<file path="src/sv/tcpsa_pkg.sv">
// ----------------------------------------------------------------------------
// tcpsa_pkg
// Types, codes and helpers shared by the TCP segment accept and state core.
// ----------------------------------------------------------------------------
package tcpsa_pkg;

   localparam int unsigned SEQ_W    = 32;
   localparam int unsigned WIN_W    = 16;
   localparam int unsigned LEN_W    = 16;
   localparam int unsigned CSR_IDX_W = 1;
   localparam int unsigned CSR_DATA_W = 32;

   localparam logic [SEQ_W-1:0] HALF_RANGE        = 32'h8000_0000;
   localparam logic [WIN_W-1:0] SEND_WINDOW_RESET = 16'd10;

   localparam logic [CSR_IDX_W-1:0] CSR_INITIAL_SEND_SEQ = 1'b0;
   localparam logic [CSR_IDX_W-1:0] CSR_SEND_WINDOW      = 1'b1;

   typedef enum logic [2:0] {
      PH_LISTEN   = 3'd0,
      PH_SYNRCVD  = 3'd1,
      PH_ESTAB    = 3'd2,
      PH_FINWAIT1 = 3'd3,
      PH_FINWAIT2 = 3'd4,
      PH_CLOSING  = 3'd5
   } phase_type;

   typedef enum logic [1:0] {
      ACT_NONE   = 2'd0,
      ACT_SYNACK = 2'd1,
      ACT_FIN    = 2'd2,
      ACT_RST    = 2'd3
   } action_type;

   function automatic logic serial_lt(input logic [SEQ_W-1:0] a,
                                      input logic [SEQ_W-1:0] b);
      logic [SEQ_W-1:0] diff;
      diff = a - b;
      return diff > HALF_RANGE;
   endfunction

endpackage

</file>
<file path="src/sv/tcpsa_req_if.sv">
// ----------------------------------------------------------------------------
// tcpsa_req_if
// Segment item channel: valid/ready handshake with the received header fields.
// ----------------------------------------------------------------------------
interface tcpsa_req_if;
   logic        valid;
   logic        ready;
   logic [31:0] seg_seq;
   logic [31:0] seg_ack;
   logic [15:0] seg_window;
   logic [15:0] payload_len;
   logic        flag_syn;
   logic        flag_ack;
   logic        flag_fin;

   modport source (output valid, seg_seq, seg_ack, seg_window, payload_len,
                   flag_syn, flag_ack, flag_fin, input ready);
   modport sink   (input valid, seg_seq, seg_ack, seg_window, payload_len,
                   flag_syn, flag_ack, flag_fin, output ready);
endinterface

</file>
<file path="src/sv/tcpsa_rsp_if.sv">
// ----------------------------------------------------------------------------
// tcpsa_rsp_if
// Result item channel: acceptance, requested action, state and reply fields.
// ----------------------------------------------------------------------------
interface tcpsa_rsp_if;
   import tcpsa_pkg::*;

   logic        valid;
   logic        ready;
   logic        accepted;
   action_type  action;
   phase_type   conn_state;
   logic [31:0] reply_seq;
   logic [31:0] reply_ack;
   logic [15:0] reply_window;

   modport source (output valid, accepted, action, conn_state, reply_seq,
                   reply_ack, reply_window, input ready);
   modport sink   (input valid, accepted, action, conn_state, reply_seq,
                   reply_ack, reply_window, output ready);
endinterface

</file>
<file path="src/sv/tcp_segment_accept_and_state_core.sv">
// ----------------------------------------------------------------------------
// tcp_segment_accept_and_state_core
// Receive side of one TCP connection: window acceptance and phase stepping.
// ----------------------------------------------------------------------------
// Registers: input register, then result register, with the connection state
// updated between the two. Throughput: one item per cycle while the result
// channel is not stalled; a stalled result holds the input register.
// Reset: synchronous, active high; phase listen, receive point and window
// zero, send window 10, initial send sequence 0, both stages empty.
module tcp_segment_accept_and_state_core (
   input  logic                                clock,
   input  logic                                reset,
   tcpsa_req_if.sink                           req_chan,
   tcpsa_rsp_if.source                         rsp_chan,
   input  logic                                csr_write_enable,
   input  logic [tcpsa_pkg::CSR_IDX_W-1:0]     csr_index,
   input  logic [tcpsa_pkg::CSR_DATA_W-1:0]    csr_write_data
);
   import tcpsa_pkg::*;

   logic [SEQ_W-1:0]   initial_send_seq_ff;
   logic [WIN_W-1:0]   send_window_ff;

   logic               s1_valid_ff;
   logic [SEQ_W-1:0]   s1_seq_ff;
   logic [WIN_W-1:0]   s1_win_ff;
   logic [LEN_W-1:0]   s1_plen_ff;
   logic               s1_syn_ff;
   logic               s1_ackf_ff;
   logic               s1_fin_ff;

   phase_type          phase_ff, phase_in;
   logic [SEQ_W-1:0]   recv_next_ff, recv_next_in;
   logic [WIN_W-1:0]   recv_window_ff, recv_window_in;

   logic               rsp_valid_ff;
   logic               accepted_ff, accepted_in;
   action_type         action_ff, action_in;
   phase_type          conn_state_ff;
   logic [SEQ_W-1:0]   reply_seq_ff, reply_seq_in;
   logic [SEQ_W-1:0]   reply_ack_ff, reply_ack_in;
   logic [WIN_W-1:0]   reply_window_ff, reply_window_in;

   logic               out_free;
   logic               advance;
   logic [LEN_W:0]     seg_len;
   logic [SEQ_W-1:0]   seg_len_x;
   logic [SEQ_W-1:0]   win_lo;
   logic [SEQ_W-1:0]   win_hi;
   logic [SEQ_W-1:0]   last_seq;
   logic               first_in;
   logic               last_in;
   logic               ok;

   assign out_free      = !rsp_valid_ff || rsp_chan.ready;
   assign advance       = s1_valid_ff && out_free;
   assign req_chan.ready = !s1_valid_ff || out_free;

   // configuration registers
   always_ff @(posedge clock) begin
      if (reset) begin
         initial_send_seq_ff <= '0;
         send_window_ff      <= SEND_WINDOW_RESET;
      end else if (csr_write_enable) begin
         case (csr_index)
            CSR_INITIAL_SEND_SEQ: initial_send_seq_ff <= csr_write_data[SEQ_W-1:0];
            CSR_SEND_WINDOW:      send_window_ff      <= csr_write_data[WIN_W-1:0];
            default: ;
         endcase
      end
   end

   // input register
   always_ff @(posedge clock) begin
      if (reset) begin
         s1_valid_ff <= 1'b0;
      end else if (req_chan.ready) begin
         s1_valid_ff <= req_chan.valid;
      end
   end

   always_ff @(posedge clock) begin
      if (req_chan.ready && req_chan.valid) begin
         s1_seq_ff  <= req_chan.seg_seq;
         s1_win_ff  <= req_chan.seg_window;
         s1_plen_ff <= req_chan.payload_len;
         s1_syn_ff  <= req_chan.flag_syn;
         s1_ackf_ff <= req_chan.flag_ack;
         s1_fin_ff  <= req_chan.flag_fin;
      end
   end

   // window acceptance
   always_comb begin
      seg_len   = {1'b0, s1_plen_ff} + {{LEN_W{1'b0}}, s1_syn_ff}
                  + {{LEN_W{1'b0}}, s1_fin_ff};
      seg_len_x = {{(SEQ_W-LEN_W-1){1'b0}}, seg_len};
      win_lo    = recv_next_ff - {{(SEQ_W-1){1'b0}}, 1'b1};
      win_hi    = recv_next_ff + {{(SEQ_W-WIN_W){1'b0}}, recv_window_ff};
      last_seq  = s1_seq_ff + seg_len_x - {{(SEQ_W-1){1'b0}}, 1'b1};
      first_in  = serial_lt(win_lo, s1_seq_ff) && serial_lt(s1_seq_ff, win_hi);
      last_in   = serial_lt(win_lo, last_seq) && serial_lt(last_seq, win_hi);
      if (seg_len == '0) begin
         if (recv_window_ff == '0) begin
            ok = (s1_seq_ff == recv_next_ff);
         end else begin
            ok = first_in;
         end
      end else if (recv_window_ff == '0) begin
         ok = 1'b0;
      end else begin
         ok = first_in || last_in;
      end
   end

   // next state and result
   always_comb begin
      phase_in        = phase_ff;
      recv_next_in    = recv_next_ff;
      recv_window_in  = recv_window_ff;
      accepted_in     = 1'b0;
      action_in       = ACT_NONE;
      reply_seq_in    = '0;
      reply_ack_in    = '0;
      reply_window_in = '0;
      if (phase_ff == PH_LISTEN) begin
         recv_next_in    = s1_seq_ff + {{(SEQ_W-1){1'b0}}, 1'b1};
         recv_window_in  = s1_win_ff;
         phase_in        = PH_SYNRCVD;
         accepted_in     = 1'b1;
         action_in       = ACT_SYNACK;
         reply_seq_in    = initial_send_seq_ff;
         reply_ack_in    = s1_seq_ff + {{(SEQ_W-1){1'b0}}, 1'b1};
         reply_window_in = send_window_ff;
      end else if (ok) begin
         accepted_in = 1'b1;
         if (!s1_ackf_ff) begin
            if (s1_syn_ff) begin
               recv_next_in = recv_next_ff + {{(SEQ_W-1){1'b0}}, 1'b1};
            end
         end else begin
            recv_next_in = s1_seq_ff + seg_len_x;
            case (phase_ff)
               PH_SYNRCVD, PH_ESTAB: begin
                  action_in = ACT_FIN;
                  phase_in  = PH_FINWAIT1;
               end
               PH_FINWAIT1: begin
                  if (s1_fin_ff) begin
                     action_in = ACT_RST;
                     phase_in  = PH_FINWAIT2;
                  end
               end
               PH_FINWAIT2: begin
                  phase_in = PH_CLOSING;
               end
               default: ;
            endcase
         end
      end
   end

   always_ff @(posedge clock) begin
      if (reset) begin
         phase_ff       <= PH_LISTEN;
         recv_next_ff   <= '0;
         recv_window_ff <= '0;
      end else if (advance) begin
         phase_ff       <= phase_in;
         recv_next_ff   <= recv_next_in;
         recv_window_ff <= recv_window_in;
      end
   end

   // result register
   always_ff @(posedge clock) begin
      if (reset) begin
         rsp_valid_ff <= 1'b0;
      end else if (out_free) begin
         rsp_valid_ff <= s1_valid_ff;
      end
   end

   always_ff @(posedge clock) begin
      if (advance) begin
         accepted_ff     <= accepted_in;
         action_ff       <= action_in;
         conn_state_ff   <= phase_in;
         reply_seq_ff    <= reply_seq_in;
         reply_ack_ff    <= reply_ack_in;
         reply_window_ff <= reply_window_in;
      end
   end

   assign rsp_chan.valid        = rsp_valid_ff;
   assign rsp_chan.accepted     = accepted_ff;
   assign rsp_chan.action       = action_ff;
   assign rsp_chan.conn_state   = conn_state_ff;
   assign rsp_chan.reply_seq    = reply_seq_ff;
   assign rsp_chan.reply_ack    = reply_ack_ff;
   assign rsp_chan.reply_window = reply_window_ff;

`ifndef NO_ASSERTIONS
   a_listen_opens: assert property (@(posedge clock) disable iff (reset)
      (advance && phase_ff == PH_LISTEN) |=> (phase_ff == PH_SYNRCVD))
      else $error("listen did not open the connection");

   a_no_return_listen: assert property (@(posedge clock) disable iff (reset)
      (phase_ff != PH_LISTEN) |=> (phase_ff != PH_LISTEN))
      else $error("phase went back to listen");

   a_synack_fields: assert property (@(posedge clock) disable iff (reset)
      (rsp_valid_ff && action_ff == ACT_SYNACK) |->
         (accepted_ff && conn_state_ff == PH_SYNRCVD))
      else $error("SYN-ACK item with wrong acceptance or state");

   a_reply_zero: assert property (@(posedge clock) disable iff (reset)
      (rsp_valid_ff && action_ff != ACT_SYNACK) |->
         (reply_seq_ff == '0 && reply_ack_ff == '0 && reply_window_ff == '0))
      else $error("reply fields set without SYN-ACK");

   a_fin_state: assert property (@(posedge clock) disable iff (reset)
      (rsp_valid_ff && action_ff == ACT_FIN) |-> (conn_state_ff == PH_FINWAIT1))
      else $error("FIN item outside fin-wait-1");
`endif

endmodule

</file>
<file path="src/flat_wrapper.sv">
// flat-port wrapper written by rule: the top's interface ports become plain ports
module tcp_segment_accept_and_state_core_flat import tcpsa_pkg::*;
  (clock, reset, csr_write_enable, csr_index, csr_write_data, req_chan_valid, req_chan_seg_seq, req_chan_seg_ack, req_chan_seg_window, req_chan_payload_len, req_chan_flag_syn, req_chan_flag_ack, req_chan_flag_fin, req_chan_ready, rsp_chan_valid, rsp_chan_accepted, rsp_chan_action, rsp_chan_conn_state, rsp_chan_reply_seq, rsp_chan_reply_ack, rsp_chan_reply_window, rsp_chan_ready);
  tcpsa_req_if req_chan_i ();
  tcpsa_rsp_if rsp_chan_i ();
  input  logic clock;
  input  logic reset;
  input  logic csr_write_enable;
  input  logic [tcpsa_pkg::CSR_IDX_W-1:0] csr_index;
  input  logic [tcpsa_pkg::CSR_DATA_W-1:0] csr_write_data;
  input wire logic [$bits(req_chan_i.valid)-1:0] req_chan_valid;
  input wire logic [$bits(req_chan_i.seg_seq)-1:0] req_chan_seg_seq;
  input wire logic [$bits(req_chan_i.seg_ack)-1:0] req_chan_seg_ack;
  input wire logic [$bits(req_chan_i.seg_window)-1:0] req_chan_seg_window;
  input wire logic [$bits(req_chan_i.payload_len)-1:0] req_chan_payload_len;
  input wire logic [$bits(req_chan_i.flag_syn)-1:0] req_chan_flag_syn;
  input wire logic [$bits(req_chan_i.flag_ack)-1:0] req_chan_flag_ack;
  input wire logic [$bits(req_chan_i.flag_fin)-1:0] req_chan_flag_fin;
  output wire logic [$bits(req_chan_i.ready)-1:0] req_chan_ready;
  output wire logic [$bits(rsp_chan_i.valid)-1:0] rsp_chan_valid;
  output wire logic [$bits(rsp_chan_i.accepted)-1:0] rsp_chan_accepted;
  output wire logic [$bits(rsp_chan_i.action)-1:0] rsp_chan_action;
  output wire logic [$bits(rsp_chan_i.conn_state)-1:0] rsp_chan_conn_state;
  output wire logic [$bits(rsp_chan_i.reply_seq)-1:0] rsp_chan_reply_seq;
  output wire logic [$bits(rsp_chan_i.reply_ack)-1:0] rsp_chan_reply_ack;
  output wire logic [$bits(rsp_chan_i.reply_window)-1:0] rsp_chan_reply_window;
  input wire logic [$bits(rsp_chan_i.ready)-1:0] rsp_chan_ready;
  assign req_chan_i.valid = req_chan_valid;
  assign req_chan_i.seg_seq = req_chan_seg_seq;
  assign req_chan_i.seg_ack = req_chan_seg_ack;
  assign req_chan_i.seg_window = req_chan_seg_window;
  assign req_chan_i.payload_len = req_chan_payload_len;
  assign req_chan_i.flag_syn = req_chan_flag_syn;
  assign req_chan_i.flag_ack = req_chan_flag_ack;
  assign req_chan_i.flag_fin = req_chan_flag_fin;
  assign req_chan_ready = req_chan_i.ready;
  assign rsp_chan_valid = rsp_chan_i.valid;
  assign rsp_chan_accepted = rsp_chan_i.accepted;
  assign rsp_chan_action = rsp_chan_i.action;
  assign rsp_chan_conn_state = rsp_chan_i.conn_state;
  assign rsp_chan_reply_seq = rsp_chan_i.reply_seq;
  assign rsp_chan_reply_ack = rsp_chan_i.reply_ack;
  assign rsp_chan_reply_window = rsp_chan_i.reply_window;
  assign rsp_chan_i.ready = rsp_chan_ready;
  tcp_segment_accept_and_state_core u_core (.clock(clock), .reset(reset), .req_chan(req_chan_i), .rsp_chan(rsp_chan_i), .csr_write_enable(csr_write_enable), .csr_index(csr_index), .csr_write_data(csr_write_data));
endmodule
</file>
<file path="config.mk">
export PLATFORM = sky130hd
export DESIGN_NAME = tcp_segment_accept_and_state_core_flat
export DESIGN_NICKNAME = d
export VERILOG_FILES = /design/src/sv/tcpsa_pkg.sv /design/src/sv/tcpsa_req_if.sv /design/src/sv/tcpsa_rsp_if.sv /design/src/sv/tcp_segment_accept_and_state_core.sv /design/src/flat_wrapper.sv
export SDC_FILE = /design/constraint.sdc
export NUM_CORES = 1
export LEC_CHECK = 0
export CORE_MARGIN = 2
export CORE_UTILIZATION = 51
export DETAILED_ROUTE_END_ITERATION = 8
export DONT_BUFFER_PORTS = 1
export GPL_TIMING_DRIVEN = 0
export HOLD_SLACK_MARGIN = 0.03
export PLACE_DENSITY = 0.62
export SYNTH_ARGS = -nofsm -noshare
export SYNTH_HDL_FRONTEND = slang
export SYNTH_SLANG_ARGS = --single-unit
</file>
<file path="constraint.sdc">
create_clock -name clock -period 9.56 [get_ports clock]
set_clock_uncertainty 0.1 [all_clocks]
set_input_delay 1.434 -clock clock [delete_from_list [all_inputs] [get_ports clock]]
set_output_delay 1.434 -clock clock [all_outputs]
set_load 0.01 [all_outputs]
</file>
---- Word-level counts from Yosys, hierarchy flattened ----
Cells that the tools add are included.
word-level totals
  input port bits ......................... 137
  word-level logic and storage cells ...... 81
  output and inout bits ................... 88
  flip-flop bits (word level) ............. 254
cells by class
  add/sub/neg operators ................... 12
  equality and inequality tests ........... 5
  bitwise operators ....................... 3
  multiplexer cells ....................... 17
  reductions and logical operators ........ 20
  magnitude comparators ................... 4
operators with widths
  kind                     number
  $gt A32 B32 Y1 const B   4
  $mux W32                 4
  $sub A32 B32 Y32         4
  $add A32 B1 Y32 const B  2
  $sub A32 B1 Y32 const B  2
  $add A32 B16 Y32         1
  $add A32 B17 Y32         1
  $eq A32 B32 Y1           1
  $add A16 B1 Y17          1
  $add A17 B1 Y17          1
  $logic_not A17 Y1        1
  $logic_not A16 Y1        1
  $mux W3                  4
  $pmux W3 S3              1
  $eq A3 B2 Y1 const B     2
  $mux W1                  6
  $reduce_and A2 Y1        3
  $logic_and A1 B1 Y1      4
  $pmux W2 S2              1
  $eq A3 B1 Y1 const B     1
  $eq A3 B3 Y1 const B     1
  $logic_not A3 Y1         1
  $logic_or A1 B1 Y1       3
  $not A1 Y1               3
  other kinds (7)          8

---- Depth between registers and ports, before layout ----
  word-level depth ........................ 12
  gate-level depth with buffers ........... 36
  mapped depth without buffers ............ 34

---- Worst setup path after synthesis ----
No wires, ideal clock.
  path kind ............................... register to register
  start point ............................. register u_core.s1_fin_ff
  end point ............................... register u_core.recv_next_ff[23]
  path slack .............................. 2285 ps
  path buffers ............................ 3
  cell stages (with the launch flop) ...... 34
  data arrival time ....................... 7034 ps
  setup time .............................. 142 ps
  data required time ...................... 9318 ps
  clock period less this slack ............ 7275 ps
  cell sequence ........................... edfxtp_1 > fa_1 > ha_1 > nand4_1 > xnor2_1 > ha_1 > clkbuf_1 > nand3_1 > nor3b_1 > o21a_1 > o211ai_1 > a221oi_1 > and3b_1 > nand3_1 > or3b_2 > xor2_1 > inv_1 > ha_1 > clkbuf_1 > a21o_1 > a2bb2oi_1 > o21ai_0 > nor3_1 > a211oi_1 > o311ai_0 > o311ai_0 > o21ai_0 > o311ai_0 > a31oi_1 > a211oi_2 > inv_2 > buf_6 > a21oi_2 > a211oi_2
on the way
  cells in the longest elaborated chain, start to end .. 11
  elaborated cells on any way between the ends .. 17
  classes of those cells .................. add/sub: 5; order compare: 2; mux: 5; reduce/logical: 5
RTL lines
  element                              line                                                                                source
  start, declared                      tcp_segment_accept_and_state_core.sv:30                                             logic s1_fin_ff;
  start signal, assigned               tcp_segment_accept_and_state_core.sv:89                                             s1_fin_ff <= req_chan.flag_fin;
  $add A17 B1 Y17 (*)                  tcp_segment_accept_and_state_core.sv:96                                             + {{LEN_W{1'b0}}, s1_fin_ff};
  $add A32 B17 Y32                     tcp_segment_accept_and_state_core.sv:100, tcp_segment_accept_and_state_core.sv:142
  $sub A32 B1 Y32                      tcp_segment_accept_and_state_core.sv:100                                            last_seq = s1_seq_ff + seg_len_x - {{(SEQ_W-1){1'b0}}, 1'b1};
  $sub A32 B32 Y32                     tcpsa_pkg.sv:38                                                                     diff = a - b;
  $gt A32 B32 Y1                       tcpsa_pkg.sv:39                                                                     return diff > HALF_RANGE;
  $logic_and A1 B1 Y1                  tcp_segment_accept_and_state_core.sv:102                                            last_in = serial_lt(win_lo, last_seq) && serial_lt(last_seq, win_hi);
  $logic_or A1 B1 Y1                   tcp_segment_accept_and_state_core.sv:112                                            ok = first_in || last_in;
  $mux W1                              tcp_segment_accept_and_state_core.sv:109                                            end else if (recv_window_ff == '0) begin
  $mux W1                              tcp_segment_accept_and_state_core.sv:103                                            if (seg_len == '0) begin
  $reduce_bool A2 Y1 (no source line)  --
  $reduce_and A3 Y1 (no source line)   --
  end signal, assigned                 tcp_segment_accept_and_state_core.sv:170                                            recv_next_ff <= recv_next_in;
  end, declared                        tcp_segment_accept_and_state_core.sv:33                                             logic [SEQ_W-1:0] recv_next_ff, recv_next_in;
Every way passes the cells marked *; elsewhere a longest branch is shown, timed or not. The select of a mux whose other input is x is not followed.
A chain may end at the register's enable or synchronous reset.

---- Final worst setup path ----
  start point ............................. register u_core.s1_syn_ff
  end point ............................... register u_core.conn_state_ff[1] (netlist: u_core.rsp_chan.conn_state[1]), data pin
on the way
  cells in the longest elaborated chain, start to end .. 12
  elaborated cells on any way between the ends .. 15
  classes of those cells .................. add/sub: 6; order compare: 2; mux: 4; reduce/logical: 3
RTL lines
  element                       line                                      source
  start, declared               tcp_segment_accept_and_state_core.sv:28   logic s1_syn_ff;
  start signal, assigned        tcp_segment_accept_and_state_core.sv:87   s1_syn_ff <= req_chan.flag_syn;
  $add A16 B1 Y17 (*)           tcp_segment_accept_and_state_core.sv:95   seg_len = {1'b0, s1_plen_ff} + {{LEN_W{1'b0}}, s1_syn_ff}
  $add A17 B1 Y17 (*)           tcp_segment_accept_and_state_core.sv:96
  $add A32 B17 Y32              tcp_segment_accept_and_state_core.sv:100
  $sub A32 B1 Y32               tcp_segment_accept_and_state_core.sv:100
  $sub A32 B32 Y32              tcpsa_pkg.sv:38
  $gt A32 B32 Y1                tcpsa_pkg.sv:39
  $logic_and A1 B1 Y1           tcp_segment_accept_and_state_core.sv:102
  $logic_or A1 B1 Y1            tcp_segment_accept_and_state_core.sv:112
  $mux W1                       tcp_segment_accept_and_state_core.sv:109
  $mux W1 (*)                   tcp_segment_accept_and_state_core.sv:103
  $mux W3 (*)                   tcp_segment_accept_and_state_core.sv:135  end else if (ok) begin
  $mux W3 (*)                   tcp_segment_accept_and_state_core.sv:126  if (phase_ff == PH_LISTEN) begin
  named net u_core.phase_in[1]  tcp_segment_accept_and_state_core.sv:32   phase_type phase_ff, phase_in;
  end signal, assigned          tcp_segment_accept_and_state_core.sv:188  conn_state_ff <= phase_in;
  end, declared                 tcp_segment_accept_and_state_core.sv:39   phase_type conn_state_ff;
The timed path passes the listed nets; every way through them passes the cells marked *.

==> flow_summary_export.csv <==
group,metric,value,unit
outcome,status,"complete, no violations",
yosys,synth_seq_cells,254,
placed_design,portBuffers,0,
cts,clk_pin_slew,60,ps
global_routing,grt_pass1_vias,20800,
yosys,yosysUniqueCellTypes,91,
timing,period_minus_slack,9240,ps
global_routing,grtUsageMet2,59.6,%
placed_design,post-place-ws,-420,ps
placed_design,place_hpwl,71.9,mm
timing,period_share,96.7,%
timing,hold_violations,0,
floorplan,rows,76,
power,ir_drop,0.000176,V
drt,postRouteAntennaNets,0,
cts,cts_hold_buf,0,
yosys,syn_area_per_cell,8.07,um2
timing,slew_headroom,17.5,%
global_routing,grt_pass1_wl,130,mm
drt,drt_iter0_drc,2851,
final_layout,fin_nets,3112,
final_layout,fin_cells,3414,
critical_path,path_class,"reg -> reg",
drt,routedWlPerCell,26.2,um
yosys,async_reset_ff_share,0,%
timing,setup_viol,0,
critical_path,cp_slowest_cell,"nor3b_1",
cts,h-tree-depth,1,
min_path,hold_path_depth,2,
min_path,hold_end,"u_core.send_window_ff[12]$_SDFFE_PP0P_",
floorplan,num_io_pins,225,
power,leakagePower,9.09,nW
critical_path,worstPathRequired,9910,ps
drt,drc_errors,0,
timing,timing.fmax,108,MHz
job,cap_violations,0,
yosys,synth.largest_area_cell,"edfxtp_1",
floorplan,start_util,51.8,%
global_routing,grt_start_max_net_pins,71,
cts,cts_tree,"built",
drt,drt_wl_total,89.3,mm
cts,numCtsBuffers,29,
yosys,synthFlopType,"edfxtp_1",
critical_path,critPathLaunchType,"flip-flop",
final_layout,fillers,4091,
yosys,synth_top_area_share,20.6,%
floorplan,core_area,0.0432,mm2
global_routing,use_met1,50.9,%
yosys,synth.most_common_cell,"nand2_1",
global_routing,grt-ovfl-total,0,
drt,drtPass1Iterations,6,
critical_path,rr_startpoint,"u_core.s1_syn_ff$_DFFE_PP_",
yosys,syn-cell-area,0.0223,mm2
critical_path,slowest_delay,860,ps
timing,fin_ws,317,ps
yosys,netlist_top_cells_count,"329 x nand2_1, 283 x a21oi_1, 206 x nor2_1",
global_routing,track_usage,38.5,%
yosys,synth_area_leaders,"edfxtp_1 21%, ha_1 9.1%, dfxtp_1 9.1%",
cts,clock_sinks,254,
cts,cts_buffer_depth,3,
timing,final_max_slew_viol_count,0,
final_layout,drive_above_1_share,5.59,%
floorplan,die_w,213,um
critical_path,worst-r2r-setup-slack,320,ps
critical_path,critPathMostFrequentCell,"ha_1",
final_layout,antenna_cells,0,
critical_path,r2r.worst_path.cells,29,
floorplan,die-area,0.0455,mm2
power,pwr_density_cell,216,mW/mm2
cts,root_buffer,"clkbuf_16",
global_routing,top_usage_layer,"met2",
timing,worstMarginPinSlew,1210,ps
floorplan,die_y,213,um
yosys,synth_nets,3076,
drt,vias_per_cell,6.58,
placed_design,dp.cells,3357,
yosys,postSynthCellCount,2770,
global_routing,antenna_found_initial,0,
min_path,hp-class,"reg -> reg",
yosys,yosysWarnings,0,
final_layout,syn2layout_area_growth,8.98,%
critical_path,r2r-end,"u_core.rsp_chan.conn_state[1]$_DFFE_PP_",
global_routing,grt.met3_usage,7.93,%
critical_path,cp-end-kind,"flip-flop",
placed_design,gp_congestion,1.02,
cts,clock_latency,620,ps
min_path,min_from,"u_core.send_window_ff[12]$_SDFFE_PP0P_",
yosys,ys_seq_area_share,29.6,%
critical_path,crit_fanout,10,
critical_path,crit_arrival,9590,ps
drt,via_count,22500,
yosys,synth_edf_count,153,
[sequential cells by signal, summed over array words and instances (netlist names), 2 cells and up]
signal	flops
u_core.rsp_chan.reply_ack	32
u_core.rsp_chan.reply_seq	32
u_core.rsp_chan.conn_state	3
u_core.rsp_chan.action	2
u_core.s1_plen_ff	16
u_core.recv_next_ff	32
u_core.send_window_ff	16
u_core.recv_window_ff	16
u_core.rsp_chan.reply_window	16
u_core.s1_seq_ff	32
u_core.s1_win_ff	16
u_core.phase_ff	3
u_core.initial_send_seq_ff	32
[critical path, delay by kind of cell, from the launching register on]
kind	cells	cell delay, ps
compound gates	5	880
xor+xnor	2	360
simple gates	15	4840
fa+ha+maj	4	1500
mux	1	550
buf+inv	2	370
flops	1	450
[per-layer routing]
layer / wire length [um] / part of all wire, % / vias up
met2: 39200 / 44 / 1187
met4: 4910 / 5.5 / 0
li1: - / - / 10200
met5: 0 / 0 / -
met3: 8570 / 9.6 / 224
met1: 36600 / 41 / 10800
[power by group]
group	leakage [nW]	total, mW	internal [mW]	switching [mW]
logic	6.27	2.69	0.918	1.77
registers	2.29	1.31	1.23	0.0733
clock network	0.532	1.26	0.754	0.509
total	9.09	5.26	2.91	2.35
[layout by cell type, fill, tap and decap left out, types with 9 or more instances in the layout]
master     synthesis  routed
inv_1            135     135
o2111ai_1         14      13
or4_1             10      10
nand4_1           61      61
o21a_1            34      33
o22ai_1           10      10
nand3_1           80      80
o21bai_1          17      16
or2_2             16      16
nand2b_1          26      26
a21oi_1          283     280
or3_1             28      28
mux2i_1           17      17
o21ai_0          132     131
a211oi_1          29      28
and2_1            65      64
nand2_1          329     329
a21o_1            39      38
nor2b_1           23      23
nor4_1            44      43
xnor2_1          155     154
a2111oi_0         11      11
a31oi_1           32      30
and3_1            21      21
ha_1             163     163
clkbuf_16          0      30
o211ai_1          27      27
xor2_1           100      97
dfxtp_1          101     101
o32ai_1           12      12
nor2_1           206     205
nor3_1            65      65
clkbuf_1         115     116
edfxtp_1         153     153
nor3b_1           10      10
o31a_1             9       9
a211oi_2          12      12
[logic make-up (layout without fill, tap and decap cells)]
kind of cell               count (synthesis)  in the layout  share of synthesized area, %
AOI/OAI and AO/OA                        773            773                          22.3
xor gates and xnor gates                 255            255                          10.0
adders and majority gates                169            169                          9.67
buffers and inverters                    274            333                          4.92
DFF                                      254            254                          29.6
muxes                                     21             21                         0.963
and+or+nand+nor                         1024           1024                          22.5
[final cells by class]
| class | instances | area, um2 | share of cell area (%) |
|---|---|---|---|
| Multi-Input combinational cell | 2242 | 14700 | 60.6 |
| Clock buffer | 37 | 827 | 3.40 |
| Timing Repair Buffer | 6 | 77.6 | 0.319 |
| Sequential cell | 254 | 6620 | 27.2 |
| Tap cell | 585 | 732 | 3.01 |
| Buffer | 135 | 581 | 2.38 |
| Clock inverter | 17 | 249 | 1.02 |
| Inverter | 138 | 518 | 2.13 |
[worst max-delay path by stage]
stage          depth (start not counted)  slack, ps                  startpoint                                       to
2_1_floorplan                         33       2280  u_core.s1_fin_ff$_DFFE_PP_     u_core.recv_next_ff[23]$_SDFFE_PP0P_
3_3_place_gp                          33       -380  u_core.s1_syn_ff$_DFFE_PP_     u_core.recv_next_ff[20]$_SDFFE_PP0P_
3_5_place_dp                          34       -420  u_core.s1_syn_ff$_DFFE_PP_     u_core.recv_next_ff[27]$_SDFFE_PP0P_
4_1_cts                               35         30  u_core.s1_syn_ff$_DFFE_PP_     u_core.recv_next_ff[27]$_SDFFE_PP0P_
5_1_grt                               35        -10  u_core.s1_syn_ff$_DFFE_PP_     u_core.recv_next_ff[27]$_SDFFE_PP0P_
6_report                              29        320  u_core.s1_syn_ff$_DFFE_PP_  u_core.rsp_chan.conn_state[1]$_DFFE_PP_
[per-stage QoR]
stage | area [um2] | util (%) | hold WS [ps] | TNS (ps) | power [mW]
2_1_floorplan | 22300 | - | 332 | 0 | 3.13
3_3_place_gp | 23100 | 53.4 | 338 | -11100 | 3.85
3_5_place_dp | 23100 | 53.6 | 342 | -12510 | 3.88
4_1_cts | 24200 | 56.1 | 350 | 0 | 5.15
5_1_grt | 24300 | 56.4 | 364 | -21.0 | 5.52
6_report | 24300 | 56.4 | 351 | 0 | 5.26
[what timing repair did]
| item | in CTS | in global routing |
|---|---|---|
| resized for setup | 8 | 15 |
| setup buffers | 0 | 4 |
| endpoints found under the setup margin | 41 | 41 |
| cloned | 0 | 0 |
| pin swaps | 0 | 2 |
Power figures use the tool's default switching activity.
